### src/rtl/log_line_keyword_classifier_core_macros.svh
// assertion macros for the log line keyword classifier
// used by modules that clock on clk and reset on rst
`ifndef LOG_LINE_KEYWORD_CLASSIFIER_CORE_MACROS_SVH
`define LOG_LINE_KEYWORD_CLASSIFIER_CORE_MACROS_SVH

// same-cycle implication
`define LLKC_ASSERT_IMPL(name, ante, cons, msg) \
  name: assert property (@(posedge clk) disable iff (rst) (ante) |-> (cons)) else $error(msg);

// next-cycle implication
`define LLKC_ASSERT_NEXT(name, ante, cons, msg) \
  name: assert property (@(posedge clk) disable iff (rst) (ante) |=> (cons)) else $error(msg);

`endif

### src/rtl/llkc_pkg.sv
// shared types, constants and helpers of the log line keyword classifier
// no dependencies
package llkc_pkg;

  localparam int LINE_BUFFER_DEF  = 1024;
  localparam int SEARCH_CHARS_DEF = 16;
  localparam int COUNT_BITS_DEF   = 32;

  localparam int WINDOW   = 15;
  localparam int VIS_W    = $clog2(WINDOW + 1);
  localparam int NUM_KEYS = 8;
  localparam int KEY_MAX  = 9;
  localparam int OUT_W    = 32;

  localparam logic [7:0] CHAR_LF  = 8'h0A;
  localparam logic [7:0] CHAR_NUL = 8'h00;

  localparam logic [2:0] CLASS_INFO    = 3'd0;
  localparam logic [2:0] CLASS_WARNING = 3'd1;
  localparam logic [2:0] CLASS_ERROR   = 3'd2;
  localparam logic [2:0] CLASS_DEBUG   = 3'd3;
  localparam logic [2:0] CLASS_UNKNOWN = 3'd4;
  localparam int NUM_CLASSES = 5;

  localparam logic [2:0] FILT_ALL     = 3'd0;
  localparam logic [2:0] FILT_ERROR   = 3'd1;
  localparam logic [2:0] FILT_WARNING = 3'd2;
  localparam logic [2:0] FILT_INFO    = 3'd3;
  localparam logic [2:0] FILT_DEBUG   = 3'd4;

  localparam logic [1:0] REG_TYPE_FILTER = 2'd0;
  localparam logic [1:0] REG_CHARS_LOW   = 2'd1;
  localparam logic [1:0] REG_CHARS_HIGH  = 2'd2;
  localparam logic [1:0] REG_SEARCH_LEN  = 2'd3;

  // last keyword character sits in bits 7:0
  localparam logic [KEY_MAX*8-1:0] KEY_TEXT [NUM_KEYS] = '{
    72'("[info]"), 72'("info:"), 72'("[warning]"), 72'("warning:"),
    72'("[error]"), 72'("error:"), 72'("[debug]"), 72'("debug:")
  };
  localparam logic [4:0] KEY_LEN [NUM_KEYS] = '{
    5'd6, 5'd5, 5'd9, 5'd8, 5'd7, 5'd6, 5'd7, 5'd6
  };
  localparam logic [1:0] KEY_CLASS [NUM_KEYS] = '{
    2'd0, 2'd0, 2'd1, 2'd1, 2'd2, 2'd2, 2'd3, 2'd3
  };

  typedef struct packed {
    logic       close;
    logic [3:0] hits;
    logic       text_ok;
  } line_ev_t;

  typedef struct packed {
    logic [OUT_W-1:0] unknown_total;
    logic [OUT_W-1:0] debug_total;
    logic [OUT_W-1:0] error_total;
    logic [OUT_W-1:0] warning_total;
    logic [OUT_W-1:0] info_total;
    logic [OUT_W-1:0] lines_passed;
    logic [OUT_W-1:0] lines_total;
    logic             line_shown;
    logic [2:0]       line_class;
  } result_t;

  function automatic logic [7:0] fold(input logic [7:0] b);
    return (b >= 8'h41 && b <= 8'h5A) ? b + 8'h20 : b;
  endfunction

endpackage

### src/rtl/llkc_line.sv
// line tracker: byte window, keyword and search matching, line close detection
// depends on llkc_pkg
module llkc_line #(
  parameter int LINE_BUFFER  = llkc_pkg::LINE_BUFFER_DEF,
  parameter int SEARCH_CHARS = llkc_pkg::SEARCH_CHARS_DEF
) (
  input  logic               clk,
  input  logic               rst,
  input  logic               step,
  input  logic               action,
  input  logic [7:0]         data_byte,
  input  logic [127:0]       search_chars,
  input  logic [4:0]         search_length,
  output llkc_pkg::line_ev_t ev
);
  import llkc_pkg::*;

  localparam int LEN_W = $clog2(LINE_BUFFER);
  localparam int SL_W  = $clog2(SEARCH_CHARS + 1);

  logic [7:0]       recent [WINDOW];
  logic [3:0]       keyword_hits;
  logic             search_hit;
  logic [LEN_W-1:0] line_length;
  logic             text_ended;
  logic             line_hidden;
  logic [VIS_W-1:0] visible_count;

  logic [7:0]        win [WINDOW+1];
  logic [7:0]        schar [SEARCH_CHARS];
  logic [4:0]        avail;
  logic [4:0]        n_used;
  logic [4:0]        len_eff;
  logic [3:0]        hits_now;
  logic [SEARCH_CHARS:0] match_len;
  logic              hit_now;
  logic              scan;
  logic              is_nl;
  logic              is_nul;
  logic [LEN_W-1:0]  len_inc;
  logic              search_upd;

  always_comb begin
    win[0] = fold(data_byte);
    for (int k = 1; k <= WINDOW; k++) win[k] = recent[k-1];
    for (int j = 0; j < SEARCH_CHARS; j++) schar[j] = fold(search_chars[8*j +: 8]);
  end

  assign avail = 5'({1'b0, visible_count}) + 5'd1;

  always_comb begin
    n_used = (search_length > 5'(SEARCH_CHARS)) ? 5'(SEARCH_CHARS) : search_length;
    len_eff = n_used;
    for (int i = SEARCH_CHARS - 1; i >= 0; i--) begin
      if (5'(i) < n_used && schar[i] == CHAR_NUL) len_eff = 5'(i);
    end
  end

  always_comb begin
    logic ok;
    hits_now = '0;
    for (int i = 0; i < NUM_KEYS; i++) begin
      ok = KEY_LEN[i] <= avail;
      for (int k = 0; k < KEY_MAX; k++) begin
        if (5'(k) < KEY_LEN[i] && win[k] != KEY_TEXT[i][8*k +: 8]) ok = 1'b0;
      end
      if (ok) hits_now[KEY_CLASS[i]] = 1'b1;
    end
  end

  // match_len[n]: the last n bytes equal the first n search characters
  always_comb begin
    logic ok;
    match_len[0] = 1'b0;
    for (int n = 1; n <= SEARCH_CHARS; n++) begin
      ok = 1'b1;
      for (int k = 0; k < n; k++) begin
        if (win[k] != schar[n-1-k]) ok = 1'b0;
      end
      match_len[n] = ok;
    end
  end

  assign hit_now = (len_eff != 5'd0) && (len_eff <= avail) && match_len[len_eff[SL_W-1:0]];

  assign is_nl   = data_byte == CHAR_LF;
  assign is_nul  = data_byte == CHAR_NUL;
  assign scan    = !action && !is_nl && !is_nul && !line_hidden;
  assign len_inc = line_length + LEN_W'(1);

  assign search_upd = search_hit || (scan && hit_now);
  assign ev.hits    = keyword_hits | (scan ? hits_now : 4'd0);
  assign ev.text_ok = (len_eff == 5'd0) || search_upd;
  assign ev.close   = !text_ended &&
                      (action ? (line_length != '0)
                              : (is_nl || len_inc == LEN_W'(LINE_BUFFER - 1)));

  always_ff @(posedge clk) begin
    if (rst) begin
      keyword_hits  <= '0;
      search_hit    <= 1'b0;
      line_length   <= '0;
      text_ended    <= 1'b0;
      line_hidden   <= 1'b0;
      visible_count <= '0;
    end else if (step && !text_ended) begin
      if (action) begin
        text_ended <= 1'b1;
      end
      if (ev.close || action) begin
        keyword_hits  <= '0;
        search_hit    <= 1'b0;
        line_length   <= '0;
        line_hidden   <= 1'b0;
        visible_count <= '0;
      end else begin
        keyword_hits <= ev.hits;
        search_hit   <= search_upd;
        line_length  <= len_inc;
        if (is_nul) line_hidden <= 1'b1;
        if (scan && visible_count != VIS_W'(WINDOW)) visible_count <= visible_count + VIS_W'(1);
      end
    end
  end

  always_ff @(posedge clk) begin
    if (step && !text_ended && scan) begin
      recent[0] <= win[0];
      for (int k = 1; k < WINDOW; k++) recent[k] <= recent[k-1];
    end
  end

  `include "log_line_keyword_classifier_core_macros.svh"

  `LLKC_ASSERT_NEXT(a_ended_sticks, text_ended, text_ended, "end of input flag cleared")
  `LLKC_ASSERT_IMPL(a_no_close_after_end, text_ended, !ev.close, "line closed after end")
  `LLKC_ASSERT_NEXT(a_close_clears, step && ev.close, line_length == '0 && keyword_hits == '0,
                    "line state kept after close")

endmodule

### src/rtl/llkc_tally.sv
// classification, filter decision and saturating line counters
// depends on llkc_pkg
module llkc_tally #(
  parameter int COUNT_BITS = llkc_pkg::COUNT_BITS_DEF
) (
  input  logic               clk,
  input  logic               rst,
  input  logic               step,
  input  llkc_pkg::line_ev_t ev,
  input  logic [2:0]         type_filter,
  output llkc_pkg::result_t  res
);
  import llkc_pkg::*;

  logic [COUNT_BITS-1:0] line_count;
  logic [COUNT_BITS-1:0] shown_count;
  logic [COUNT_BITS-1:0] class_counts [NUM_CLASSES];

  logic [COUNT_BITS-1:0] line_count_next;
  logic [COUNT_BITS-1:0] shown_count_next;
  logic [COUNT_BITS-1:0] class_counts_next [NUM_CLASSES];
  logic [2:0]            cls;
  logic                  type_ok;
  logic                  shown;

  always_comb begin
    if (ev.hits[0])      cls = CLASS_INFO;
    else if (ev.hits[1]) cls = CLASS_WARNING;
    else if (ev.hits[2]) cls = CLASS_ERROR;
    else if (ev.hits[3]) cls = CLASS_DEBUG;
    else                 cls = CLASS_UNKNOWN;
  end

  always_comb begin
    unique case (type_filter)
      FILT_ALL:     type_ok = 1'b1;
      FILT_ERROR:   type_ok = cls == CLASS_ERROR;
      FILT_WARNING: type_ok = cls == CLASS_WARNING;
      FILT_INFO:    type_ok = cls == CLASS_INFO;
      FILT_DEBUG:   type_ok = cls == CLASS_DEBUG;
      default:      type_ok = 1'b0;
    endcase
  end

  assign shown = type_ok && ev.text_ok;

  always_comb begin
    line_count_next  = (line_count == '1) ? line_count : line_count + COUNT_BITS'(1);
    shown_count_next = (!shown || shown_count == '1) ? shown_count
                                                      : shown_count + COUNT_BITS'(1);
    for (int c = 0; c < NUM_CLASSES; c++) begin
      class_counts_next[c] = (3'(c) != cls || class_counts[c] == '1) ? class_counts[c]
                             : class_counts[c] + COUNT_BITS'(1);
    end
  end

  always_ff @(posedge clk) begin
    if (rst) begin
      line_count  <= '0;
      shown_count <= '0;
      for (int c = 0; c < NUM_CLASSES; c++) class_counts[c] <= '0;
    end else if (step && ev.close) begin
      line_count  <= line_count_next;
      shown_count <= shown_count_next;
      for (int c = 0; c < NUM_CLASSES; c++) class_counts[c] <= class_counts_next[c];
    end
  end

  always_comb begin
    res.line_class    = cls;
    res.line_shown    = shown;
    res.lines_total   = OUT_W'(line_count_next);
    res.lines_passed  = OUT_W'(shown_count_next);
    res.info_total    = OUT_W'(class_counts_next[CLASS_INFO]);
    res.warning_total = OUT_W'(class_counts_next[CLASS_WARNING]);
    res.error_total   = OUT_W'(class_counts_next[CLASS_ERROR]);
    res.debug_total   = OUT_W'(class_counts_next[CLASS_DEBUG]);
    res.unknown_total = OUT_W'(class_counts_next[CLASS_UNKNOWN]);
  end

  `include "log_line_keyword_classifier_core_macros.svh"

  `LLKC_ASSERT_NEXT(a_total_moves, step && ev.close && $past(1'b1) && line_count != '1,
                    line_count != '0, "line count did not advance")
  `LLKC_ASSERT_IMPL(a_passed_le_total, 1'b1, shown_count <= line_count,
                    "more lines shown than closed")
  `LLKC_ASSERT_NEXT(a_idle_holds, !(step && ev.close), $stable(line_count),
                    "line count moved without a close")

endmodule

### src/rtl/log_line_keyword_classifier_core.sv
// log line keyword classifier: input register, line tracker, tally, result register
// depends on llkc_pkg, llkc_line, llkc_tally and the assertion macro header
//
// bytes arrive on the s_ stream: s_tuser is the action (0 data byte, 1 end of
// input), s_tdata the byte. one byte is taken per cycle while no line-closing
// byte waits for the result register. each closed line gives one transfer on
// the m_ stream with its class, shown flag and saturating counts. a line
// closes on 0x0A, at LINE_BUFFER-1 bytes, or at end of input when not empty.
// a result passes the input register, then the result register. the line
// tracker compares its window and updates its state as each byte advances.
// a stalled m_ side holds its result; bytes that close no line still flow past,
// while a byte that closes a line waits in the input register until the result
// register frees.
// configuration is written by the user through cfg_write/cfg_index/cfg_data
// only while idle; the block does not enforce this. rst (synchronous) clears all
// line state and counters; after end of input every item is dropped until reset.
module log_line_keyword_classifier_core #(
  parameter int LINE_BUFFER  = llkc_pkg::LINE_BUFFER_DEF,
  parameter int SEARCH_CHARS = llkc_pkg::SEARCH_CHARS_DEF,
  parameter int COUNT_BITS   = llkc_pkg::COUNT_BITS_DEF
) (
  input  logic         clk,
  input  logic         rst,
  input  logic         s_tvalid,
  output logic         s_tready,
  input  logic [7:0]   s_tdata,   // data_byte
  input  logic         s_tuser,   // action
  output logic         m_tvalid,
  input  logic         m_tready,
  // line_class[2:0], line_shown[3], lines_total[35:4], lines_passed[67:36],
  // info_total[99:68], warning_total[131:100], error_total[163:132],
  // debug_total[195:164], unknown_total[227:196], zero pad[231:228]
  output logic [231:0] m_tdata,
  input  logic         cfg_write,
  input  logic [1:0]   cfg_index,
  input  logic [63:0]  cfg_data
);
  import llkc_pkg::*;

  logic [2:0]  type_filter;
  logic [63:0] search_chars_low;
  logic [63:0] search_chars_high;
  logic [4:0]  search_length;

  logic        in_valid;
  logic        in_action;
  logic [7:0]  in_byte;
  logic        advance;
  line_ev_t    ev;
  result_t     res;
  result_t     out_res;

  always_ff @(posedge clk) begin
    if (rst) begin
      type_filter       <= '0;
      search_chars_low  <= '0;
      search_chars_high <= '0;
      search_length     <= '0;
    end else if (cfg_write) begin
      unique case (cfg_index)
        REG_TYPE_FILTER: type_filter       <= cfg_data[2:0];
        REG_CHARS_LOW:   search_chars_low  <= cfg_data;
        REG_CHARS_HIGH:  search_chars_high <= cfg_data;
        REG_SEARCH_LEN:  search_length     <= cfg_data[4:0];
        default: ;
      endcase
    end
  end

  assign advance  = in_valid && (!ev.close || !m_tvalid || m_tready);
  assign s_tready = !in_valid || advance;

  always_ff @(posedge clk) begin
    if (rst) begin
      in_valid <= 1'b0;
    end else if (s_tvalid && s_tready) begin
      in_valid <= 1'b1;
    end else if (advance) begin
      in_valid <= 1'b0;
    end
  end

  always_ff @(posedge clk) begin
    if (s_tvalid && s_tready) begin
      in_action <= s_tuser;
      in_byte   <= s_tdata;
    end
  end

  llkc_line #(
    .LINE_BUFFER  (LINE_BUFFER),
    .SEARCH_CHARS (SEARCH_CHARS)
  ) u_line (
    .clk           (clk),
    .rst           (rst),
    .step          (advance),
    .action        (in_action),
    .data_byte     (in_byte),
    .search_chars  ({search_chars_high, search_chars_low}),
    .search_length (search_length),
    .ev            (ev)
  );

  llkc_tally #(
    .COUNT_BITS (COUNT_BITS)
  ) u_tally (
    .clk         (clk),
    .rst         (rst),
    .step        (advance),
    .ev          (ev),
    .type_filter (type_filter),
    .res         (res)
  );

  always_ff @(posedge clk) begin
    if (rst) begin
      m_tvalid <= 1'b0;
    end else if (advance && ev.close) begin
      m_tvalid <= 1'b1;
    end else if (m_tready) begin
      m_tvalid <= 1'b0;
    end
  end

  always_ff @(posedge clk) begin
    if (advance && ev.close) out_res <= res;
  end

  assign m_tdata = {4'd0, out_res};

  `include "log_line_keyword_classifier_core_macros.svh"

  `LLKC_ASSERT_NEXT(a_close_gives_result, advance && ev.close, m_tvalid,
                    "closed line gave no result")
  `LLKC_ASSERT_NEXT(a_held_item_kept, in_valid && !advance, in_valid,
                    "waiting input item dropped")
  `LLKC_ASSERT_IMPL(a_no_overwrite, m_tvalid && !m_tready, !(advance && ev.close),
                    "result overwritten while stalled")
  `LLKC_ASSERT_IMPL(a_total_nonzero, m_tvalid, out_res.lines_total != '0,
                    "result with zero line total")

endmodule
### config.mk
export PLATFORM = sky130hd
export DESIGN_NAME = log_line_keyword_classifier_core
export DESIGN_NICKNAME = d
export VERILOG_FILES = /design/src/rtl/llkc_pkg.sv /design/src/rtl/llkc_line.sv /design/src/rtl/llkc_tally.sv /design/src/rtl/log_line_keyword_classifier_core.sv
export VERILOG_INCLUDE_DIRS = /design/src /design/src/rtl
export SDC_FILE = /design/constraint.sdc
export NUM_CORES = 2
export LEC_CHECK = 0
export BUFFER_PORTS_ARGS = -buffer_cell sky130_fd_sc_hd__buf_2
export CAP_MARGIN = 20
export CELL_PAD_IN_SITES_DETAIL_PLACEMENT = 0
export CELL_PAD_IN_SITES_GLOBAL_PLACEMENT = 1
export CORE_MARGIN = 4
export CORE_UTILIZATION = 30
export CTS_CLUSTER_DIAMETER = 40
export CTS_CLUSTER_SIZE = 25
export DETAILED_ROUTE_END_ITERATION = 6
export PLACE_DENSITY_LB_ADDON = 0.1
export SKIP_LAST_GASP = 1
export SLEW_MARGIN = 20
export SYNTH_ARGS = -nofsm -noshare
export SYNTH_HDL_FRONTEND = slang
export SYNTH_SLANG_ARGS = --single-unit
### constraint.sdc
create_clock -name clk -period 19.45 [get_ports clk]
set_input_delay 0.9725 -clock clk [delete_from_list [all_inputs] [get_ports clk]]
set_output_delay 0.9725 -clock clk [all_outputs]
set_load 0.05 [all_outputs]
==> impl_results.md <==
* Clock tree buffer depth at 3
* Hold Vio Cnt, Final at 0
* Max IR drop VDD at 0.08032 mV
* Achievable clock frequency at 142.3 MHz
* Chip Width at 404.8 microns
* CTS Root Buffer Type: clkbuf_16
* Final ANT Viol Nets at 0
* Final worst path period share at 36.14%
* Share of cells above drive strength 1 at 15.67%
* Final core occ at 36.13%
* Post-CTS Resized at 0
* Max cap viols at 0
* Mux share of post-synthesis cell area at 0.6489%
* Simple-gate share of the synthesized area at 20.12%
* Worst reg2reg setup slack at 12.42 ns
* Synthesis-to-finish area growth at 19.60%
* CTS Sinks at 740
* Largest family of logic cells by synthesized area: XOR/XNOR gates
* Slew margin rel. at 15.77%
* Primary FF master, synth: edfxtp_1
* #FFs+latches synth at 740
* Largest net degree at the start of global routing at 75
* GP Congestion at 0.9975
* Pre-Repair DR Iteration Count at 6
* Number of global-route vias before repair at 40.06k
* Crit Path Category: reg2reg
* Total power draw at 4.910 mW
* PortBufs at 309
* Final Routed Wirelength at 242,800 microns
* Hold Path Class: in2reg
* CTS tree: yes
* Final setup violation count at 0
* Yosys cell types at 102
* Hold buffers post-CTS at 0
* Post-CTS setup buffer count at 0
* # nets final at 5,349
* Worst setup SP type: register
* Register area share after synthesis at 42.31%
* CP Capture Type: register
* Unrepaired setup endpoints after global routing: false
* Die area at 163,900 sq um
* # rows at 145
* Drt drc at 0
* Mapped Area at 47,240 sq um
* Worst Hold Path EP: in_byte[2]
* Adder-cell share of the synthesized area at 0.9535%
* Worst-Margin Slew at 1.232 ns
* Core Area at 156,400 sq um
* Largest cells by area after synthesis: edfxtp_1 33%, xnor2_1 14%, dfxtp_1 9.4%
* Initial DRC Count at 4,712
* Initial Util at 30.21%
* DP HPWL at 171,800 microns
* H-tree levels at 4
* Grt ovf at 0
* Worst Setup SP: search_chars_high[24]
* TritonCTS Buffers at 145
* Setup TNS at 0 ns
* Pwr Density at 86.89 nW/um^2
* Routed via count at 41.76k
* HP Start: s_tdata[2]
* Critical Path AT at 7.67 ns
* Cells after synthesis at 4,985
* Worst r2r src: search_chars_high[24]
* Gr usage total at 28.83%
* Xor/xnor share of the synthesized area at 22.52%
* Post-synthesis compound-gate area fraction at 9.172%
* Share of flip-flops with an asynchronous set or reset at 0%
* Pleak at 19.99 nW
* Yosys top cell area share at 32.86%
* Critical-path maximum fanout at 47
* Reg2Reg Depth at 21
* Die span in y at 404.8 microns
* Vias per cell at 5.627
* Clk slew on worst S/H paths at 0.05 ns
* Fin crit period at 7.029 ns
* Top Ports at 314
* Yosys top cell by area: edfxtp_1
* Synth Area per Inst at 9.477 sq um
* Slew Limit Fails at 0
* CP Data Required Time at 20.09 ns
* Initial antenna violation count at 36
* Post-synth EDFFs at 517
* Worst reg2reg endpoint: u_tally.shown_count[21]
* WL per Instance at 32.72 microns
* First-pass GRT wire length at 332,500 microns
* Hold path cells at 1
* Ys Warns at 0
* Clk_skew at 0.05399 ns
* Status: complete, no violations
* Clock latency on the worst-skew pair at 0.79 ns
==> area by class of cell <==
cell class | instances | area, sq um
Clock inverter | 92 | 1195
Clock buffer | 175 | 3832
Inverter | 95 | 369.1
Multi-Input combinational cell | 3734 | 25400
Timing Repair Buffer | 517 | 3117
Sequential cell | 740 | 19990
Fill cell | 15999 | 99890
Antenna cell | 10 | 25.02
Tap cell | 2058 | 2575
==> per-layer routing <==
metal	share of wire [%]	GRT usage (%)	wire (microns)
met2	42	42.60	102400
met4	6.0	14.86	14580
met1	43	39.43	105300
met3	8.4	6.324	20470
met5	0.027	0	66
==> cell families after synthesis <==
| kind of cell | after synthesis |
|---|---|
| compound gates | 649 |
| xor+xnor | 1214 |
| fa+ha+maj | 36 |
| buf+inv | 514 |
| flops | 740 |
| mux | 29 |
| other cells | 1 |
| simple gates | 1802 |
==> critical path: stages, from the launching register on <==
cell       delay, ns
dfxtp_1         0.42
or4_1           0.73
nor4_1          0.95
a21oi_1         0.18
o2111ai_1       0.14
nand3_1         0.40
inv_1           0.44
ha_1            0.32
nor2b_1         0.14
o21a_1          0.16
o21ai_0         0.14
a21oi_1         0.09
nor2_1          0.14
nand4_1         0.10
nor4_1          0.27
a21oi_1         0.12
nor4_1          0.26
o21a_1          0.57
o211ai_1        0.31
buf_4           0.37
nor4_1          0.25
mux2_2          0.36
==> registers in the layout, summed over array words and instances (netlist names) <==
register and count:
search_chars_low 64, u_line.keyword_hits 4, in_byte 8, u_tally.class_counts 160, u_tally.shown_count 32, u_line.line_length 10
u_line.recent 120, type_filter 3, in_action 1, u_line.search_hit 1, u_line.visible_count 4, u_line.text_ended 1
u_tally.line_count 32, m_tvalid 1, u_line.line_hidden 1, search_length 5, in_valid 1, search_chars_high 64
m_tdata 228
==> metrics by stage <==
stage	area (sq um)	setup WS [ns]	std cells	hold slack, ns
floorplan	47250	8.909	4988	0.4244
global placement	51430	12.71	7144	0.4316
detailed placement	51440	12.59	7144	0.4326
CTS	56470	12.54	7411	0.3153
global route	56480	12.15	7412	0.3377
finish	56500	12.42	7421	0.3810
==> power by group <==
group / switching, mW / total (mW) / internal [mW]
clock: 0.940 / 2.56 / 1.62
combinational: 0.397 / 0.566 / 0.169
sequential: 0.0528 / 1.79 / 1.73
total: 1.39 / 4.91 / 3.52
==> synth_stat cells, types with 9 or more instances <==
cell / number
nand3_1: 127
buf_2: 27
a21oi_1: 239
nand2b_1: 31
edfxtp_1: 517
xor2_1: 454
a2111oi_0: 28
a211oi_1: 15
nor4_1: 147
a21o_1: 10
clkinv_1: 9
o22ai_1: 40
o2111ai_1: 26
or4_1: 44
nor2_1: 223
o211ai_1: 10
and3_1: 60
nor2b_1: 193
a31oi_1: 24
nand2_1: 482
or2_2: 15
and2_1: 30
nor3_1: 105
inv_1: 79
clkbuf_1: 309
and4_1: 22
o221ai_1: 11
mux2i_1: 16
or3_1: 57
a221oi_1: 10
buf_1: 73
mux2_2: 13
xnor2_1: 759
o21ai_0: 74
ha_1: 36
dfxtp_1: 223
nand4_1: 204
o31ai_1: 25
==> placed cells by master (no fill, tap or decap), drive strengths merged, types with 28 or more instances in the layout <==
cell,instances
a2111oi,28
a21oi,241
and2,31
and3,62
buf,516
clkbuf,176
clkinv,59
dfxtp,223
edfxtp,517
ha,36
inv,103
nand2,482
nand2b,31
nand3,127
nand4,204
nor2,224
nor2b,193
nor3,105
nor4,148
o21ai,82
o22ai,40
or3,57
or4,45
xnor2,759
xor2,455
==> how the worst max path moves through the flow <==
stage	end	slack (ns)	cells past startpoint
CTS	u_tally.shown_count[21]	12.54	21
floorplan	u_line.recent[0][0]	8.91	8
global route	u_tally.shown_count[23]	12.15	21
finish	u_tally.shown_count[21]	12.42	21
detailed placement	u_tally.shown_count[4]	12.59	21
global placement	u_tally.shown_count[21]	12.71	21
(Power assumes the default switching activity.)
